==> config.mk <==
export PLATFORM = sky130hd
export DESIGN_NAME = wav_pcm_stream_parser
export DESIGN_NICKNAME = d
export VERILOG_FILES = /design/src/rtl/wpp_pkg.sv /design/src/rtl/wav_pcm_stream_parser.sv
export SDC_FILE = /design/constraint.sdc
export NUM_CORES = 1
export LEC_CHECK = 0
export BUFFER_PORTS_ARGS = -buffer_cell sky130_fd_sc_hd__buf_2
export CORE_MARGIN = 4
export CORE_UTILIZATION = 25
export CTS_CLUSTER_DIAMETER = 100
export DETAILED_ROUTE_END_ITERATION = 10
export PLACE_DENSITY_LB_ADDON = 0.05
export RECOVER_POWER = 100
export SLEW_MARGIN = 10
export SYNTH_ARGS = -nofsm -noshare
export SYNTH_HDL_FRONTEND = slang
export SYNTH_SLANG_ARGS = --single-unit
export TNS_END_PERCENT = 10
==> constraint.sdc <==
create_clock -name clk -period 8.1 [get_ports clk]
set_input_delay 1.62 -clock clk [delete_from_list [all_inputs] [get_ports clk]]
set_output_delay 1.62 -clock clk [all_outputs]
set_load 0.02 [all_outputs]
==> src/rtl/wpp_pkg.sv <==
// Package for the WAV PCM stream parser: item types, header codes and result helper.
package wpp_pkg;

    // Item on the byte channel
    typedef struct packed {
        logic [7:0] data_byte;
        logic       end_of_file;
    } byte_item_t;

    // Item on the result channel
    typedef struct packed {
        logic [1:0]         kind;
        logic signed [15:0] left_sample;
        logic signed [15:0] right_sample;
        logic [2:0]         status;
        logic [1:0]         channel_count;
        logic [31:0]        sample_rate;
        logic [15:0]        bits_per_sample;
    } result_item_t;

    typedef enum logic [1:0] {
        PH_HEADER,
        PH_DATA,
        PH_DONE
    } phase_t;

    // Result kinds
    localparam logic [1:0] KIND_FRAME  = 2'd0;
    localparam logic [1:0] KIND_HEADER = 2'd1;
    localparam logic [1:0] KIND_STATUS = 2'd2;

    // Status codes
    localparam logic [2:0] ST_OK         = 3'd0;
    localparam logic [2:0] ST_NO_RIFF    = 3'd1;
    localparam logic [2:0] ST_BAD_FMT_ID = 3'd2;
    localparam logic [2:0] ST_NOT_PCM    = 3'd3;
    localparam logic [2:0] ST_BAD_DATA   = 3'd4;
    localparam logic [2:0] ST_CHANNELS   = 3'd5;
    localparam logic [2:0] ST_EARLY_END  = 3'd6;
    localparam logic [2:0] ST_BIT_DEPTH  = 3'd7;

    // Chunk IDs, big-endian as read from the file
    localparam logic [31:0] ID_RIFF = 32'h5249_4646;
    localparam logic [31:0] ID_WAVE = 32'h5741_5645;
    localparam logic [31:0] ID_FMT  = 32'h666D_7420;
    localparam logic [31:0] ID_DATA = 32'h6461_7461;

    localparam logic [31:0] PCM_FMT_SIZE = 32'd16;
    localparam logic [15:0] PCM_FMT_CODE = 16'd1;

    // Header byte positions where a field completes
    localparam logic [5:0] POS_RIFF     = 6'd3;
    localparam logic [5:0] POS_WAVE     = 6'd11;
    localparam logic [5:0] POS_FMT_ID   = 6'd15;
    localparam logic [5:0] POS_FMT_SIZE = 6'd19;
    localparam logic [5:0] POS_FMT_CODE = 6'd21;
    localparam logic [5:0] POS_CHANNELS = 6'd23;
    localparam logic [5:0] POS_RATE     = 6'd27;
    localparam logic [5:0] POS_DEPTH    = 6'd35;
    localparam logic [5:0] POS_DATA_ID  = 6'd39;
    localparam logic [5:0] POS_DATA_LEN = 6'd43;

    // Result queue
    localparam int FIFO_DEPTH = 4;
    localparam int FIFO_AW    = 2;
    localparam int FIFO_CW    = 3;

    // Assemble one result item from the held format fields
    function automatic result_item_t make_result(
        input logic [1:0]  kind,
        input logic [15:0] left,
        input logic [15:0] right,
        input logic [2:0]  status,
        input logic [15:0] channels,
        input logic [31:0] rate,
        input logic [15:0] depth
    );
        result_item_t r;
        r.kind            = kind;
        r.left_sample     = left;
        r.right_sample    = right;
        r.status          = status;
        r.channel_count   = (channels <= 16'd2) ? channels[1:0] : 2'd0;
        r.sample_rate     = rate;
        r.bits_per_sample = depth;
        return r;
    endfunction

endpackage

==> src/rtl/wav_pcm_stream_parser.sv <==
// WAV PCM stream parser: header checks, sample assembly and a small result queue.
//
//  channel | valid        | stall        | payload
//  --------+--------------+--------------+------------------------------
//  byte    | byte_valid   | byte_stall   | byte_item   (file byte, end mark)
//  result  | result_valid | result_stall | result_item (frame/header/status)
//
// One byte per cycle, while byte_stall is low, is taken into an input register
// and parsed from there straight into a four-entry result queue.
// A byte yields at most two results, so it is parsed only while the queue has
// two free entries; byte_stall rises when a two-result byte or a stalled
// result side leaves fewer than two free entries.
// Reset (rst_n low, async) returns to the header phase with all fields zero;
// a byte with end_of_file set does the same after it is parsed.
module wav_pcm_stream_parser (
    input  logic                  clk,
    input  logic                  rst_n,
    input  logic                  byte_valid,
    output logic                  byte_stall,
    input  wpp_pkg::byte_item_t   byte_item,
    output logic                  result_valid,
    input  logic                  result_stall,
    output wpp_pkg::result_item_t result_item
);
    import wpp_pkg::*;

    // Input register
    logic       in_valid_reg;
    byte_item_t in_item_reg;

    // Parser state
    phase_t      phase_reg,  phase_next;
    logic [5:0]  hp_reg,     hp_next;
    logic [31:0] fs_reg,     fs_next;
    logic [31:0] fcs_reg,    fcs_next;
    logic [15:0] fc_reg,     fc_next;
    logic [15:0] ch_reg,     ch_next;
    logic [31:0] rate_reg,   rate_next;
    logic [15:0] depth_reg,  depth_next;
    logic [31:0] dbl_reg,    dbl_next;
    logic [7:0]  lbh_reg,    lbh_next;
    logic        bis_reg,    bis_next;
    logic        ci_reg,     ci_next;
    logic [15:0] lh_reg,     lh_next;

    // Result queue
    result_item_t               fifo_mem [FIFO_DEPTH];
    logic [FIFO_AW-1:0]         wr_ptr_reg;
    logic [FIFO_AW-1:0]         rd_ptr_reg;
    logic [FIFO_CW-1:0]         count_reg;

    logic        room;
    logic        advance;
    logic        pop;
    logic [1:0]  res_cnt;
    logic [1:0]  slot_kind   [2];
    logic [15:0] slot_left   [2];
    logic [15:0] slot_right  [2];
    logic [2:0]  slot_status [2];
    result_item_t res_item   [2];

    logic        is_id;
    logic        hdr_fail;
    logic [2:0]  hdr_code;
    logic        hdr_done;
    logic        is16;
    logic [15:0] sample;
    logic [31:0] len_mask;
    logic        eof_fail;

    // Handshakes
    assign room         = (count_reg <= FIFO_CW'(FIFO_DEPTH - 2));
    assign advance      = in_valid_reg && room;
    assign byte_stall   = in_valid_reg && !room;
    assign result_valid = (count_reg != '0);
    assign result_item  = fifo_mem[rd_ptr_reg];
    assign pop          = result_valid && !result_stall;

    // Input register
    always_ff @(posedge clk or negedge rst_n)
    begin
        if (!rst_n)
        begin
            in_valid_reg <= 1'b0;
        end
        else if (!byte_stall)
        begin
            in_valid_reg <= byte_valid;
        end
    end

    always_ff @(posedge clk)
    begin
        if (!byte_stall && byte_valid)
        begin
            in_item_reg <= byte_item;
        end
    end

    // Parse one byte: next state and up to two results
    always_comb
    begin
        phase_next = phase_reg;
        hp_next    = hp_reg;
        fs_next    = fs_reg;
        fcs_next   = fcs_reg;
        fc_next    = fc_reg;
        ch_next    = ch_reg;
        rate_next  = rate_reg;
        depth_next = depth_reg;
        dbl_next   = dbl_reg;
        lbh_next   = lbh_reg;
        bis_next   = bis_reg;
        ci_next    = ci_reg;
        lh_next    = lh_reg;
        res_cnt    = 2'd0;
        for (int i = 0; i < 2; i++)
        begin
            slot_kind[i]   = KIND_FRAME;
            slot_left[i]   = '0;
            slot_right[i]  = '0;
            slot_status[i] = ST_OK;
        end
        is_id    = 1'b0;
        hdr_fail = 1'b0;
        hdr_code = ST_OK;
        hdr_done = 1'b0;
        is16     = (depth_reg == 16'd16);
        sample   = '0;
        len_mask = '1;
        eof_fail = 1'b0;

        unique case (phase_reg)
            PH_HEADER:
            begin
                // IDs shift in big-endian, numbers little-endian
                is_id = (hp_reg < 6'd4) || (hp_reg >= 6'd8 && hp_reg < 6'd16)
                     || (hp_reg >= 6'd36 && hp_reg < 6'd40);
                fs_next = is_id ? {fs_reg[23:0], in_item_reg.data_byte}
                                : {in_item_reg.data_byte, fs_reg[31:8]};
                hp_next = hp_reg + 6'd1;
                unique case (hp_reg)
                    POS_RIFF:
                    begin
                        if (fs_next != ID_RIFF)
                        begin
                            hdr_fail = 1'b1;
                            hdr_code = ST_NO_RIFF;
                        end
                    end
                    POS_WAVE:
                    begin
                        if (fs_next != ID_WAVE)
                        begin
                            hdr_fail = 1'b1;
                            hdr_code = ST_NO_RIFF;
                        end
                    end
                    POS_FMT_ID:
                    begin
                        if (fs_next != ID_FMT)
                        begin
                            hdr_fail = 1'b1;
                            hdr_code = ST_BAD_FMT_ID;
                        end
                    end
                    POS_FMT_SIZE: fcs_next = fs_next;
                    POS_FMT_CODE:
                    begin
                        fc_next = fs_next[31:16];
                        if (fcs_reg != PCM_FMT_SIZE || fs_next[31:16] != PCM_FMT_CODE)
                        begin
                            hdr_fail = 1'b1;
                            hdr_code = ST_NOT_PCM;
                        end
                    end
                    POS_CHANNELS: ch_next    = fs_next[31:16];
                    POS_RATE:     rate_next  = fs_next;
                    POS_DEPTH:    depth_next = fs_next[31:16];
                    POS_DATA_ID:
                    begin
                        if (fs_next != ID_DATA)
                        begin
                            hdr_fail = 1'b1;
                            hdr_code = ST_BAD_DATA;
                        end
                    end
                    POS_DATA_LEN:
                    begin
                        if (ch_reg != 16'd1 && ch_reg != 16'd2)
                        begin
                            hdr_fail = 1'b1;
                            hdr_code = ST_CHANNELS;
                        end
                        else if (depth_reg != 16'd8 && depth_reg != 16'd16)
                        begin
                            hdr_fail = 1'b1;
                            hdr_code = ST_BIT_DEPTH;
                        end
                        else
                        begin
                            hdr_done = 1'b1;
                        end
                    end
                    default: ;
                endcase

                if (hdr_fail)
                begin
                    hp_next        = hp_reg;
                    phase_next     = PH_DONE;
                    slot_kind[0]   = KIND_STATUS;
                    slot_status[0] = hdr_code;
                    res_cnt        = 2'd1;
                end
                else if (hdr_done)
                begin
                    // Round the data length down to whole frames
                    hp_next = hp_reg;
                    if (ch_reg == 16'd2 && is16)
                    begin
                        len_mask = ~32'd3;
                    end
                    else if (ch_reg == 16'd2 || is16)
                    begin
                        len_mask = ~32'd1;
                    end
                    dbl_next     = fs_next & len_mask;
                    slot_kind[0] = KIND_HEADER;
                    res_cnt      = 2'd1;
                    if (dbl_next == '0)
                    begin
                        phase_next   = PH_DONE;
                        slot_kind[1] = KIND_STATUS;
                        res_cnt      = 2'd2;
                    end
                    else
                    begin
                        phase_next = PH_DATA;
                    end
                end
            end
            PH_DATA:
            begin
                // Sample assembly
                if (is16 && !bis_reg)
                begin
                    lbh_next = in_item_reg.data_byte;
                    bis_next = 1'b1;
                end
                else
                begin
                    sample   = is16 ? {in_item_reg.data_byte, lbh_reg}
                                    : {8'd0, in_item_reg.data_byte};
                    bis_next = 1'b0;
                    if (ch_reg == 16'd1)
                    begin
                        slot_kind[0] = KIND_FRAME;
                        slot_left[0] = sample;
                        res_cnt      = 2'd1;
                    end
                    else if (!ci_reg)
                    begin
                        lh_next = sample;
                        ci_next = 1'b1;
                    end
                    else
                    begin
                        ci_next       = 1'b0;
                        slot_kind[0]  = KIND_FRAME;
                        slot_left[0]  = lh_reg;
                        slot_right[0] = sample;
                        res_cnt       = 2'd1;
                    end
                end
                // Data byte countdown
                dbl_next = dbl_reg - 32'd1;
                if (dbl_next == '0)
                begin
                    phase_next                = PH_DONE;
                    slot_kind[res_cnt[0]]     = KIND_STATUS;
                    slot_status[res_cnt[0]]   = ST_OK;
                    res_cnt                   = res_cnt + 2'd1;
                end
            end
            default: ;
        endcase

        // End mark before the final status
        eof_fail = in_item_reg.end_of_file
                && (phase_next == PH_HEADER || phase_next == PH_DATA);
        if (eof_fail)
        begin
            slot_kind[res_cnt[0]]   = KIND_STATUS;
            slot_status[res_cnt[0]] = ST_EARLY_END;
            res_cnt                 = res_cnt + 2'd1;
        end

        for (int i = 0; i < 2; i++)
        begin
            res_item[i] = make_result(slot_kind[i], slot_left[i], slot_right[i],
                                      slot_status[i], ch_next, rate_next, depth_next);
        end
    end

    // Parser state registers; the end mark returns them to reset values
    always_ff @(posedge clk or negedge rst_n)
    begin
        if (!rst_n)
        begin
            phase_reg <= PH_HEADER;
            hp_reg    <= '0;
            fs_reg    <= '0;
            fcs_reg   <= '0;
            fc_reg    <= '0;
            ch_reg    <= '0;
            rate_reg  <= '0;
            depth_reg <= '0;
            dbl_reg   <= '0;
            lbh_reg   <= '0;
            bis_reg   <= 1'b0;
            ci_reg    <= 1'b0;
            lh_reg    <= '0;
        end
        else if (advance)
        begin
            if (in_item_reg.end_of_file)
            begin
                phase_reg <= PH_HEADER;
                hp_reg    <= '0;
                fs_reg    <= '0;
                fcs_reg   <= '0;
                fc_reg    <= '0;
                ch_reg    <= '0;
                rate_reg  <= '0;
                depth_reg <= '0;
                dbl_reg   <= '0;
                lbh_reg   <= '0;
                bis_reg   <= 1'b0;
                ci_reg    <= 1'b0;
                lh_reg    <= '0;
            end
            else
            begin
                phase_reg <= phase_next;
                hp_reg    <= hp_next;
                fs_reg    <= fs_next;
                fcs_reg   <= fcs_next;
                fc_reg    <= fc_next;
                ch_reg    <= ch_next;
                rate_reg  <= rate_next;
                depth_reg <= depth_next;
                dbl_reg   <= dbl_next;
                lbh_reg   <= lbh_next;
                bis_reg   <= bis_next;
                ci_reg    <= ci_next;
                lh_reg    <= lh_next;
            end
        end
    end

    // Result queue storage
    always_ff @(posedge clk)
    begin
        if (advance)
        begin
            if (res_cnt != 2'd0)
            begin
                fifo_mem[wr_ptr_reg] <= res_item[0];
            end
            if (res_cnt == 2'd2)
            begin
                fifo_mem[wr_ptr_reg + FIFO_AW'(1)] <= res_item[1];
            end
        end
    end

    // Result queue pointers and fill count
    always_ff @(posedge clk or negedge rst_n)
    begin
        if (!rst_n)
        begin
            wr_ptr_reg <= '0;
            rd_ptr_reg <= '0;
            count_reg  <= '0;
        end
        else
        begin
            if (advance)
            begin
                wr_ptr_reg <= wr_ptr_reg + FIFO_AW'(res_cnt);
            end
            if (pop)
            begin
                rd_ptr_reg <= rd_ptr_reg + FIFO_AW'(1);
            end
            count_reg <= count_reg + (advance ? FIFO_CW'(res_cnt) : FIFO_CW'(0))
                       - (pop ? FIFO_CW'(1) : FIFO_CW'(0));
        end
    end

    // Queue never overfills
    assert property (@(posedge clk) disable iff (!rst_n)
        count_reg <= FIFO_CW'(FIFO_DEPTH))
        else $error("result queue overflow");

    // A stalled result is never dropped from the queue
    assert property (@(posedge clk) disable iff (!rst_n)
        result_valid && result_stall |=> count_reg >= $past(count_reg))
        else $error("stalled result lost");

    // The data phase only runs with an accepted format
    assert property (@(posedge clk) disable iff (!rst_n)
        phase_reg == PH_DATA |-> (depth_reg == 16'd8 || depth_reg == 16'd16)
                              && (ch_reg == 16'd1 || ch_reg == 16'd2))
        else $error("data phase with bad format");

    // A held low byte exists only for 16-bit data
    assert property (@(posedge clk) disable iff (!rst_n)
        bis_reg |-> phase_reg == PH_DATA && depth_reg == 16'd16)
        else $error("low byte held outside 16-bit data");

endmodule
Yosys cells after proc, flatten, opt, wreduce, memory -nomap -nowiden

Memory sizes are Yosys's and may differ from the RTL's.
Cells that the tools add are included.

Register bits after elaboration: 211
Bits in writable memories: 348
Bits of input ports: 13
Logic and storage cells: 240
Memories: 1

Add/subtract/negate cells: 9
$lt $le $gt $ge: 11
Equal/unequal tests: 33
Muxes and demuxes: 115
Bitwise operators: 12
Reductions and logical operators: 41

Memory list:

| memory   | depth | bits a word | read ports | clocked after memory_dff | write ports | line                        | text |
|---|---|---|---|---|---|---|---|
| fifo_mem | 4     | 87          | 1          | 0                        | 2           | wav_pcm_stream_parser.sv:47 | `result_item_t fifo_mem [FIFO_DEPTH];` |

Operators by type and width:

| cell                                                            | number |
|---|---|
| 2-to-1 mux 32 bit                                               | 15 |
| 2-to-1 mux 16 bit                                               | 20 |
| != test 32 x 31 -> 1 bit, second input constant                 | 4 |
| zero test 32 bit                                                | 2 |
| one-hot mux 32 bit (2 select lines)                             | 1 |
| 2-to-1 mux 2 bit                                                | 21 |
| 2-to-1 mux 1 bit                                                | 33 |
| AND 32 bit                                                      | 1 |
| != test 16 x 1 -> 1 bit, second input constant                  | 2 |
| != test 32 x 5 -> 1 bit, second input constant                  | 1 |
| subtractor 32 x 1 -> 32 bit, second input constant              | 1 |
| 2-to-1 mux 6 bit                                                | 5 |
| == test 6 x 5 -> 1 bit, second input constant                   | 4 |
| 2-to-1 mux 8 bit                                                | 3 |
| 2-to-1 mux 3 bit                                                | 7 |
| == test 6 bit, second input constant                            | 3 |
| one-hot mux 3 bit (6 select lines)                              | 1 |
| == test 16 x 1 -> 1 bit, second input constant                  | 1 |
| == test 16 x 2 -> 1 bit, second input constant                  | 1 |
| == test 16 x 5 -> 1 bit, second input constant                  | 1 |
| less-or-equal comparator 16 x 2 -> 1 bit, second input constant | 1 |
| != test 16 x 2 -> 1 bit, second input constant                  | 1 |
| != test 16 x 4 -> 1 bit, second input constant                  | 1 |
| != test 16 x 5 -> 1 bit, second input constant                  | 1 |
| other kinds (40)                                                | 90 |

Longest topological paths before layout

Gate-level depths: netlist (run 1).

Depth after elaboration: 26
Mapped depth: 21
Gate-level depth less buffers: 19

Worst setup path after synthesis (run 1)

Ideal clock, no wire load.

Path type: reg2reg
From: register dbl_reg[0]
To: memory fifo_mem[0][0] (netlist bit), enable pin
Library setup time: 0.408 ns
Arrival: 6.350 ns
Data required time: 7.692 ns
Path slack: 1.342 ns
Stages on the path, launching flop included: 21
Path buffers: 3
Clock period less this slack: 6.758 ns
Cells stage by stage: dfrtp_1 -> inv_1 -> ha_1 -> or4b_1 -> buf_2 -> or4_4 -> o21ai_1 -> nand2_1 -> or3_1 -> nor4b_1 -> ha_1 -> a221o_1 -> ha_1 -> nand3_1 -> a2111oi_0 -> a21oi_2 -> a21oi_4 -> a31oi_1 -> buf_4 -> buf_2 -> inv_1

RTL lines:

| item                     | line                         | text |
|---|---|---|
| start: declaration       | wav_pcm_stream_parser.sv:40  | `logic [31:0] dbl_reg, dbl_next;` |
| start signal: assignment | wav_pcm_stream_parser.sv:353 | `dbl_reg <= dbl_next;` |
| end: declaration         | wav_pcm_stream_parser.sv:47  |  |

==> results of run 1 <==
==> logic make-up (layout without fill, tap and decap cells) <==
| kind of cell | count (synthesis) | after routing |
|---|---|---|
| compound gates | 503 | 503 |
| flops | 559 | 559 |
| simple gates | 792 | 792 |
| buf+inv | 182 | 323 |
| fa+ha+maj | 14 | 14 |
| xor+xnor | 13 | 13 |
| mux | 196 | 196 |
==> layer usage <==
metal | vias up | routed length (um) | share of wire (%)
met1 | 9506 | 44200 | 49
met5 | - | 0 | 0
met2 | 404 | 41400 | 45
met4 | 0 | 1570 | 1.7
met3 | 94 | 3860 | 4.2
li1 | 8514 | - | -
==> power by group through the flow <==
stage          combinational [uW]  clock (uW)  sequential [uW]
2_1_floorplan                2300           0             3560
3_3_place_gp                 3590           0             3870
3_5_place_dp                 3580           0             3870
4_1_cts                      3590        3170             3810
5_1_grt                      3730        3280             3860
6_report                     3430        3060             3800
==> worst max path at each step <==
stage                     startpoint         endpoint  cells past startpoint
after floorplan           dbl_reg[0]   fifo_mem[0][0]                     20
after global placement    dbl_reg[0]   fifo_mem[3][6]                     20
after detailed placement  dbl_reg[0]   fifo_mem[3][6]                     20
after CTS                 dbl_reg[0]   fifo_mem[3][6]                     20
after global routing      dbl_reg[0]  fifo_mem[2][15]                     19
final                     dbl_reg[0]   fifo_mem[3][6]                     21
==> critical path: stages (launching register included) <==
cell and delay (ns):
dfrtp_1 0.44, inv_1 0.09, ha_1 0.23, or4b_1 0.64, or4_1 0.60, o21ai_0 0.28, nand2_1 0.11, or3_1 0.31
nor4b_1 0.61, clkbuf_1 0.26, ha_1 0.26, a221o_1 0.40, inv_1 0.08, ha_1 0.30, nor3b_1 0.37, o31ai_4 0.15
o211ai_4 0.13, a21oi_1 0.16, a21oi_4 0.16, buf_4 0.64, clkbuf_2 0.54, nor2_1 0.09
==> per-stage QoR <==
stage / setup WS [ns] / cell area [um^2] / hold WS, ns
final: 0.927 / 29800 / 0.461
after global routing: 0.498 / 29800 / 0.480
after CTS: 1.15 / 30100 / 0.463
after detailed placement: 1.19 / 27900 / 0.445
after global placement: 1.25 / 27900 / 0.439
after floorplan: 1.34 / 25500 / 0.427
==> cell type report <==
| type | instances | area [um^2] |
|---|---|---|
| clock buffer | 106 | 2040 |
| clock inverter | 22 | 204 |
| fill | 10400 | 71000 |
| inverter | 23 | 86.3 |
| multi-input combinational | 1518 | 10300 |
| sequential | 559 | 14500 |
| tap | 1357 | 1700 |
| timing repair buffer | 172 | 953 |
==> cell usage in the layout, fill, tap and decap left out, types with 5 or more instances in the layout <==
cell       Yosys  routed
clkbuf_16      0      73
mux2i_2        1       5
or4_1          4       5
mux2_2        66      64
nor4_1        34      34
nand2_1      149     148
a22oi_1        8       8
clkbuf_1     100     142
or3_1         18      18
a31oi_1       16      16
buf_2         33      10
clkinv_2       0      13
o31ai_1        9       9
clkbuf_8       0       9
nor3_1        35      35
a21oi_1      107     109
dfrtp_1      202     200
nor4b_1       11      11
buf_12         0      11
ha_1          13      13
edfxtp_1     225     225
nor2_1       409     408
mux2i_1       42      37
mux4_2        87      87
nor2b_1       11      11
o2bb2ai_1     24      24
dfxtp_1      132     132
nand2b_1      14      14
o21ai_0      172     177
xnor2_1       10      10
nand4_1       16      16
buf_4          2      27
nand3_1       39      39
or2_2         10       9
nand4b_1       6       6
a22o_1       109     109
inv_1         23      22
o22ai_1       13      13
==> results.yml, run 1 <==
status:
  status: "finished with violations"
  violations: "max-capacitance violations, max-slew violations"
detailed_routing:
  viasPerCell: 4.93
  drt_iter0_markers: 1266
  postRouteAntennaNets: 0
  vias: 18500
  wl_per_cell_um: 24.2
  wl_mm: 91.0
  first_pass_iters: 8
  drc: 0
global_route:
  grt_usage_pct: 16.8
  grt_pass1_vias: 19100
  antenna_found_initial: 4
  met1_usage_pct: 24.2
  overflow: 0
  use_met3_pct: 2.74
  top_usage_layer: "met2"
  grt_first_pass_wirelength_mm: 134
  met2_usage_pct: 26.5
  grt_max_degree: 121
pwr:
  power_frac_seq_pct: 36.9
  vdd_drop_max_mv: 0.168
  p_comb_share_pct: 33.3
  power.internal_uw: 6280
  total_power_uw: 10300
  switching_share_pct: 39.1
  pwr-share-clk_pct: 29.7
  power.leakage_uw: 0.0104
  p_sw_uw: 4020
  cellPowerDensity_mw_per_mm2: 346
clock_tree:
  cts_tree: "done"
  numCtsBuffers: 70
  cts.sinks: 559
  cts.path.max_buffers: 3
  cts_setup_buffers: 0
  insertion_delay_ns: 0.64
  clk_pin_slew_worst_paths_ns: 0.06
  cts_hold_buffers: 0
  cts_repair_resize_count: 0
  htree_levels: 3
  cts_root_buffer: "clkbuf_16"
timing:
  setup_viol: 0
  clock-skew-final_ns: 0.0250
  min_period_ns: 7.17
  drv_slew: 439
  final.period_utilization_pct: 88.6
  finalSetupTns_ns: 0
  rsz0062_at_grt: "no"
  hold_viol_final: 0
  fmax_mhz: 139
  tightest_slew_ns: 4.84
  slew_headroom_pct: -223
floorplanning:
  fp.dieW_um: 328
  rows: 116
  io_pins: 102
  start_util_pct: 25.4
  dieHeight_um: 328
  die-area_mm2: 0.107
  core_mm2: 0.101
critical_path:
  crit_path_end_kind: "flop"
  worstRegToRegCells: 21
  crit_arrival_ns: 7.53
  start_kind: "flop"
  required_ns: 8.46
  r2r_slack_ns: 0.93
  r2r-start: "dbl_reg[0]"
  timing_worst_setup_path_type: "flop to flop"
  cp_max_fo: 46
  r2r-end: "fifo_mem[3][6]"
yosys:
  ys.flop_type: "edfxtp_1"
  yosys_warnings: 0
  synth_cell_types: 74
  syn_area_per_cell_um2: 11.3
  synthMuxAreaShare_pct: 12.3
  yosys.area.top_type: "edfxtp_1"
  synth-simple-area-share_pct: 14.1
  synth_top_family_by_area: "simple AND/OR/NAND/NOR gates"
  synthTopCellsByCount: "nor2_1 (409), edfxtp_1 (225), dfrtp_1 (202), o21ai_0 (172), nand2_1 (149)"
  yosysSeqAreaShare_pct: 56.6
  synth_nets: 2286
  ys_seq_elements: 559
  async_flop_share_pct: 36.1
  synthAdderAreaFrac_pct: 0.715
  synth_area_leaders: "edfxtp_1 (26%), dfrtp_1 (20%), dfxtp_1 (10%), mux4_2 (7.7%), nor2_1 (6.0%)"
  synth-edff-count: 225
  synth.most_common_cell: "nor2_1"
  synthXorXnorAreaFrac_pct: 0.446
  synth_compound_area_share_pct: 12.9
  syn_inst: 2259
  synthesis.area_mm2: 0.0255
  synth_top_cell_area_share_pct: 26.5
hold_path:
  hold_path_end: "fifo_mem[0][77]"
  hp-start: "fifo_mem[0][77]"
  whs_path_depth: 1
  hp-class: "flop to flop"
finish:
  regMostFlops: "fifo_mem"
  fin_util_pct: 29.6
  fin_nets: 2371
  drive_above_1_share_pct: 14.0
  num_antenna_cells: 0
  largest_register_ffs: 348
  instances_no_fill: 3757
  syn_to_final_growth_pct: 16.5
placement:
  placed_cells: 3629
  hpwl_mm: 58.9
  place.port_buffers: 101
  gp_congestion: 0.820
flow_run:
  cap_violations: 10
Note: power is estimated with default switching activity, not from simulation.
==> run 2, diff against run 1 <==
--- a/config.mk
+++ b/config.mk
@@ -5,9 +5,11 @@
 export SDC_FILE = /design/constraint.sdc
 export NUM_CORES = 1
 export LEC_CHECK = 0
+export ABC_CLOCK_PERIOD_IN_PS = 6450
 export BUFFER_PORTS_ARGS = -buffer_cell sky130_fd_sc_hd__buf_2
 export CORE_MARGIN = 4
 export CORE_UTILIZATION = 25
+export CTS_BUF_LIST = sky130_fd_sc_hd__clkbuf_4
 export CTS_CLUSTER_DIAMETER = 100
 export DETAILED_ROUTE_END_ITERATION = 10
 export PLACE_DENSITY_LB_ADDON = 0.05
==> constraint.sdc (replaced) <==
create_clock -name clk -period 6.45 [get_ports clk]
set_input_delay 1.29 -clock clk [delete_from_list [all_inputs] [get_ports clk]]
set_output_delay 1.29 -clock clk [all_outputs]
set_load 0.02 [all_outputs]
==> results.yml, run 2 (synthesis results as in run 1) <==
floorplanning:
  die-area_mm2: 0.107
  fp.dieW_um: 328
  start_util_pct: 25.4
  core_mm2: 0.101
  rows: 116
  io_pins: 102
  dieHeight_um: 328
critical_path:
  path_common_cell: "ha_1"
  worst_path_dominant_cell_family: "simple AND/OR/NAND/NOR gates"
  crit_arrival_ns: 6.69
  crit_path_end_kind: "flop"
  slowest_stage: "or4b_1"
  required_ns: 7.16
  crit_chain: "inv_1 -> ha_1 -> or4b_1 -> or4_4 -> o21ai_1 -> nand2_1 -> or3_1 -> nor4b_1 -> buf_4 -> ha_1 -> a221o_1 -> ha_1 -> clkbuf_1 -> nand4_1 -> a21oi_1 -> a21oi_2 -> a21oi_4 -> a31oi_4 -> buf_12 -> nor2_1"
  start_kind: "flop"
  timing_worst_setup_path_type: "flop to flop"
  critPathLaunch: "dbl_reg[1]"
  max_stage_delay_ns: 0.62
  crit_buf_inv: 4
  r2r-start: "dbl_reg[1]"
  cp_max_fo: 44
global_route:
  antenna_found_initial: 5
  grt_max_degree: 112
  grt_pass1_vias: 20200
  grt_first_pass_wirelength_mm: 136
  overflow: 0
  grt_usage_pct: 17.0
clock_tree:
  htree_levels: 4
  cts.path.max_buffers: 3
  cts_tree: "done"
  cts_root_buffer: "clkbuf_4"
  cts_repair_resize_count: 0
  cts_hold_buffers: 0
  insertion_delay_ns: 1.01
  cts_setup_buffers: 0
  clk_pin_slew_worst_paths_ns: 0.06
  cts.sinks: 559
  numCtsBuffers: 167
timing:
  fmax_mhz: 167
  clock-skew-final_ns: 0.0605
  slew_headroom_pct: -208
  min_period_ns: 5.98
  hold_viol_final: 0
  hold_ws_ns: 0.456
  setup_viol: 0
  tightest_slew_ns: 4.62
  final.period_utilization_pct: 92.7
  drv_slew: 287
  rsz0062_at_grt: "no"
finish:
  regMostFlops: "fifo_mem"
  layout_common_cells: "nor2_1 (407), clkbuf_4 (267), edfxtp_1 (225), dfrtp_1 (201), o21ai_0 (176)"
  layout_commonest_cell: "nor2_1"
  largest_register_ffs: 348
  fin_nets: 2474
  instances_no_fill: 3937
  syn_to_final_growth_pct: 17.1
  drive_above_1_share_pct: 20.4
detailed_routing:
  drc: 0
  wl_per_cell_um: 23.2
  postRouteAntennaNets: 0
  vias: 19400
  viasPerCell: 4.94
  wl_mm: 91.2
  drt_iter0_markers: 1290
  first_pass_iters: 7
pwr:
  p_sw_uw: 5070
  power_frac_seq_pct: 37.5
  pwr-share-clk_pct: 28.5
  total_power_uw: 12700
  power.internal_uw: 7610
  p_comb_share_pct: 34.0
  vdd_drop_max_mv: 0.146
  switching_share_pct: 40.0
  power.leakage_uw: 0.0107
  cellPowerDensity_mw_per_mm2: 424
placement:
  gp_congestion: 0.821
  hpwl_mm: 59.4
  placed_cells: 3635
  place.port_buffers: 101
status:
  status: "finished with violations"
  violations: "max-capacitance violations, max-slew violations"
hold_path:
  hp-class: "flop to flop"
  hp-start: "fifo_mem[3][75]"
flow_run:
  cap_violations: 9
run 2: layout make-up:
type | instances | area, um^2
diodes | 1 | 2.50
clock buffers | 264 | 1980
clock inverters | 37 | 270
fillers | 10500 | 70800
inverters | 23 | 90.1
multi-input cells | 1518 | 10400
flip-flops and latches | 559 | 14500
well taps | 1357 | 1700
repair buffers | 178 | 1030
run 2: routing by layer:
metal / share of wire (%) / GRT usage [%] / vias up
met5: 0 / 0 / -
met4: 2.5 / 5.83 / 0
met3: 5.8 / 4.16 / 143
met2: 45 / 25.7 / 566
met1: 47 / 23.6 / 9878
li1: - / - / 8843
run 2: through the flow:
stage | worst slack, ns | util [%] | area, um^2 | setup TNS (ns)
after global placement | 0.449 | 27.7 | 27900 | 0
after CTS | 0.457 | 30.0 | 30200 | 0
after global routing | 0.0111 | 29.7 | 29900 | 0
final | 0.469 | 29.7 | 29900 | 0
after floorplan | -0.301 | - | 25500 | -47.53
after detailed placement | 0.508 | 27.7 | 27900 | 0
run 2: path summary, 6_finish.rpt:
kind | end | cells after the start | slack, ns
max reg2reg | fifo_mem[0][11] | 20 | 0.47
max in group asynchronous | rd_ptr_reg[1] | 1 | 1.11
max | fifo_mem[0][11] | 20 | 0.47
min in group asynchronous | rd_ptr_reg[1] | 1 | 2.14
min reg2reg | fifo_mem[3][75] | 1 | 0.46
min | fifo_mem[3][75] | 1 | 0.46
run 2: worst register-to-register path, cell delays in order, from the launching register on:
cell and delay, ns:
dfrtp_1 0.42, inv_1 0.10, ha_1 0.27, or4b_1 0.63, or4_4 0.57, o21ai_1 0.20
nand2_1 0.09, or3_1 0.31, nor4b_1 0.24, buf_4 0.19, ha_1 0.23, a221o_1 0.39
ha_1 0.30, clkbuf_1 0.16, nand4_1 0.11, a21oi_1 0.06, a21oi_2 0.54, a21oi_4 0.14
a31oi_4 0.30, buf_12 0.33, nor2_1 0.11
run 2: power by group through the flow:
stage | clock, uW | sequential [uW] | combinational (uW)
2_1_floorplan | 0 | 4470 | 2890
3_3_place_gp | 0 | 4830 | 4540
3_5_place_dp | 0 | 4840 | 4520
4_1_cts | 3780 | 4770 | 4540
5_1_grt | 3980 | 4830 | 4680
6_report | 3620 | 4760 | 4310
==> run 3, diff against run 2 <==
--- a/config.mk
+++ b/config.mk
@@ -7,6 +7,7 @@
 export LEC_CHECK = 0
 export ABC_CLOCK_PERIOD_IN_PS = 6450
 export BUFFER_PORTS_ARGS = -buffer_cell sky130_fd_sc_hd__buf_2
+export CORE_ASPECT_RATIO = 1.25
 export CORE_MARGIN = 4
 export CORE_UTILIZATION = 25
 export CTS_BUF_LIST = sky130_fd_sc_hd__clkbuf_4
==> results.yml, run 3 (synthesis results as in run 1) <==
status:
  status: "finished with violations"
  violations: "max-capacitance violations, max-slew violations"
timing:
  hold_viol_final: 0
  tightest_slew_ns: 4.69
  rsz0062_at_grt: "no"
  hold_ws_ns: 0.413
  min_period_ns: 6.07
  setup_viol: 0
  final.period_utilization_pct: 94.2
  fmax_mhz: 165
  clock-skew-final_ns: 0.0653
  slew_headroom_pct: -213
  finalSetupTns_ns: 0
  drv_slew: 290
critical_path:
  cp_max_fo: 20
  slowest_stage: "or4b_1"
  crit_path_end_kind: "flop"
  path_common_cell: "ha_1"
  r2r_slack_ns: 0.38
  worst_path_dominant_cell_family: "simple AND/OR/NAND/NOR gates"
  r2r-end: "fifo_mem[0][27]"
  timing_worst_setup_path_type: "flop to flop"
  crit_arrival_ns: 6.80
  required_ns: 7.17
  crit_chain: "inv_1 -> ha_1 -> or4b_1 -> or4_4 -> o21ai_1 -> nand2_1 -> or3_1 -> nor4b_1 -> buf_4 -> ha_1 -> a221o_1 -> ha_1 -> nand3_1 -> a2111oi_1 -> a21oi_2 -> a21oi_4 -> a31oi_4 -> clkinvlp_4 -> buf_6"
  worstRegToRegCells: 19
  max_stage_delay_ns: 0.62
  worstSetupPathDepth: 19
  r2r-start: "dbl_reg[0]"
  crit_buf_inv: 4
  start_kind: "flop"
global_route:
  grt_usage_pct: 17.1
  grt_pass1_vias: 20400
  antenna_found_initial: 2
  grt_first_pass_wirelength_mm: 137
  grt_max_degree: 128
  overflow: 0
clock_tree:
  htree_levels: 4
  insertion_delay_ns: 1.07
  clk_pin_slew_worst_paths_ns: 0.06
  cts_hold_buffers: 0
  cts.sinks: 559
  cts.path.max_buffers: 3
  cts_repair_resize_count: 0
  cts_setup_buffers: 0
  numCtsBuffers: 160
  cts_root_buffer: "clkbuf_4"
  cts_tree: "done"
placement:
  hpwl_mm: 58.9
  gp_congestion: 0.831
  placed_cells: 3604
  place_area_mm2: 0.0279
  place.port_buffers: 101
floorplanning:
  dieHeight_um: 365
  die-area_mm2: 0.107
  io_pins: 102
  start_util_pct: 25.3
  rows: 130
  core_mm2: 0.101
  fp.dieW_um: 294
finish:
  layout_commonest_cell: "nor2_1"
  regMostFlops: "fifo_mem"
  instances_no_fill: 3899
  fin_nets: 2473
  drive_above_1_share_pct: 20.7
  syn_to_final_growth_pct: 16.5
  layout_common_cells: "nor2_1 (408), clkbuf_4 (247), edfxtp_1 (225), dfrtp_1 (201), o21ai_0 (177)"
  fin_area_mm2: 0.0297
  largest_register_ffs: 348
hold_path:
  hp-class: "input pin to flop"
  hold_path_end: "in_item_reg[7]"
  hp-start: "byte_item[7]"
  whs_path_depth: 1
detailed_routing:
  wl_per_cell_um: 23.4
  viasPerCell: 4.95
  drt_iter0_markers: 1344
  first_pass_iters: 5
  postRouteAntennaNets: 0
  vias: 19300
  wl_mm: 91.2
  drc: 0
pwr:
  cellPowerDensity_mw_per_mm2: 421
  total_power_uw: 12500
  vdd_drop_max_mv: 0.191
  power.leakage_uw: 0.0106
flow_run:
  cap_violations: 8
## run 3: cell types whose count changed in the layout (fill, tap and decap cells not counted), sizes merged
cell,change
diode,+3
bufinv,-1
clkinv,+6
buf,-1
clkinvlp,+3
clkdlybuf4s25,-1
inv,+1
clkbuf,-11
## run 3: metrics by stage
stage                     utilization [%]  setup WS, ns
after CTS                            29.7         0.249
after global placement               27.6         0.255
after floorplan                         -        -0.301
final                                29.5         0.375
after global routing                 29.5        0.0165
after detailed placement             27.6         0.282
## run 3: how the worst max path moves through the flow
stage | from | to | slack [ns]
3_3_place_gp | dbl_reg[0] | fifo_mem[3][32] | 0.26
3_5_place_dp | dbl_reg[0] | fifo_mem[3][32] | 0.28
2_1_floorplan | dbl_reg[0] | fifo_mem[1][0] | -0.30
4_1_cts | dbl_reg[0] | fifo_mem[3][32] | 0.25
5_1_grt | rd_ptr_reg[0] | result_item[49] | 0.02
6_report | dbl_reg[0] | fifo_mem[0][27] | 0.38
## run 3: report_power, final
group | switching, uW | internal, uW
registers | 665 | 4160
logic | 2750 | 1480
clock network | 1610 | 1850
total | 5020 | 7500
## run 3: layout make-up
class,instances,area [um^2]
diodes,4,10.0
clock buffers,245,1840
clock inverters,46,288
fillers,10500,71300
inverters,23,91.3
multi-input cells,1518,10400
flip-flops and latches,559,14500
well taps,1320,1650
repair buffers,184,1040
## run 3: layer usage
layer	global-route usage, %	vias to the layer above	share of wire, %
li1	-	8832	-
met4	5.36	0	2.5
met3	3.59	135	4.5
met1	22.6	9797	45
met5	0	-	0
met2	28.2	524	48
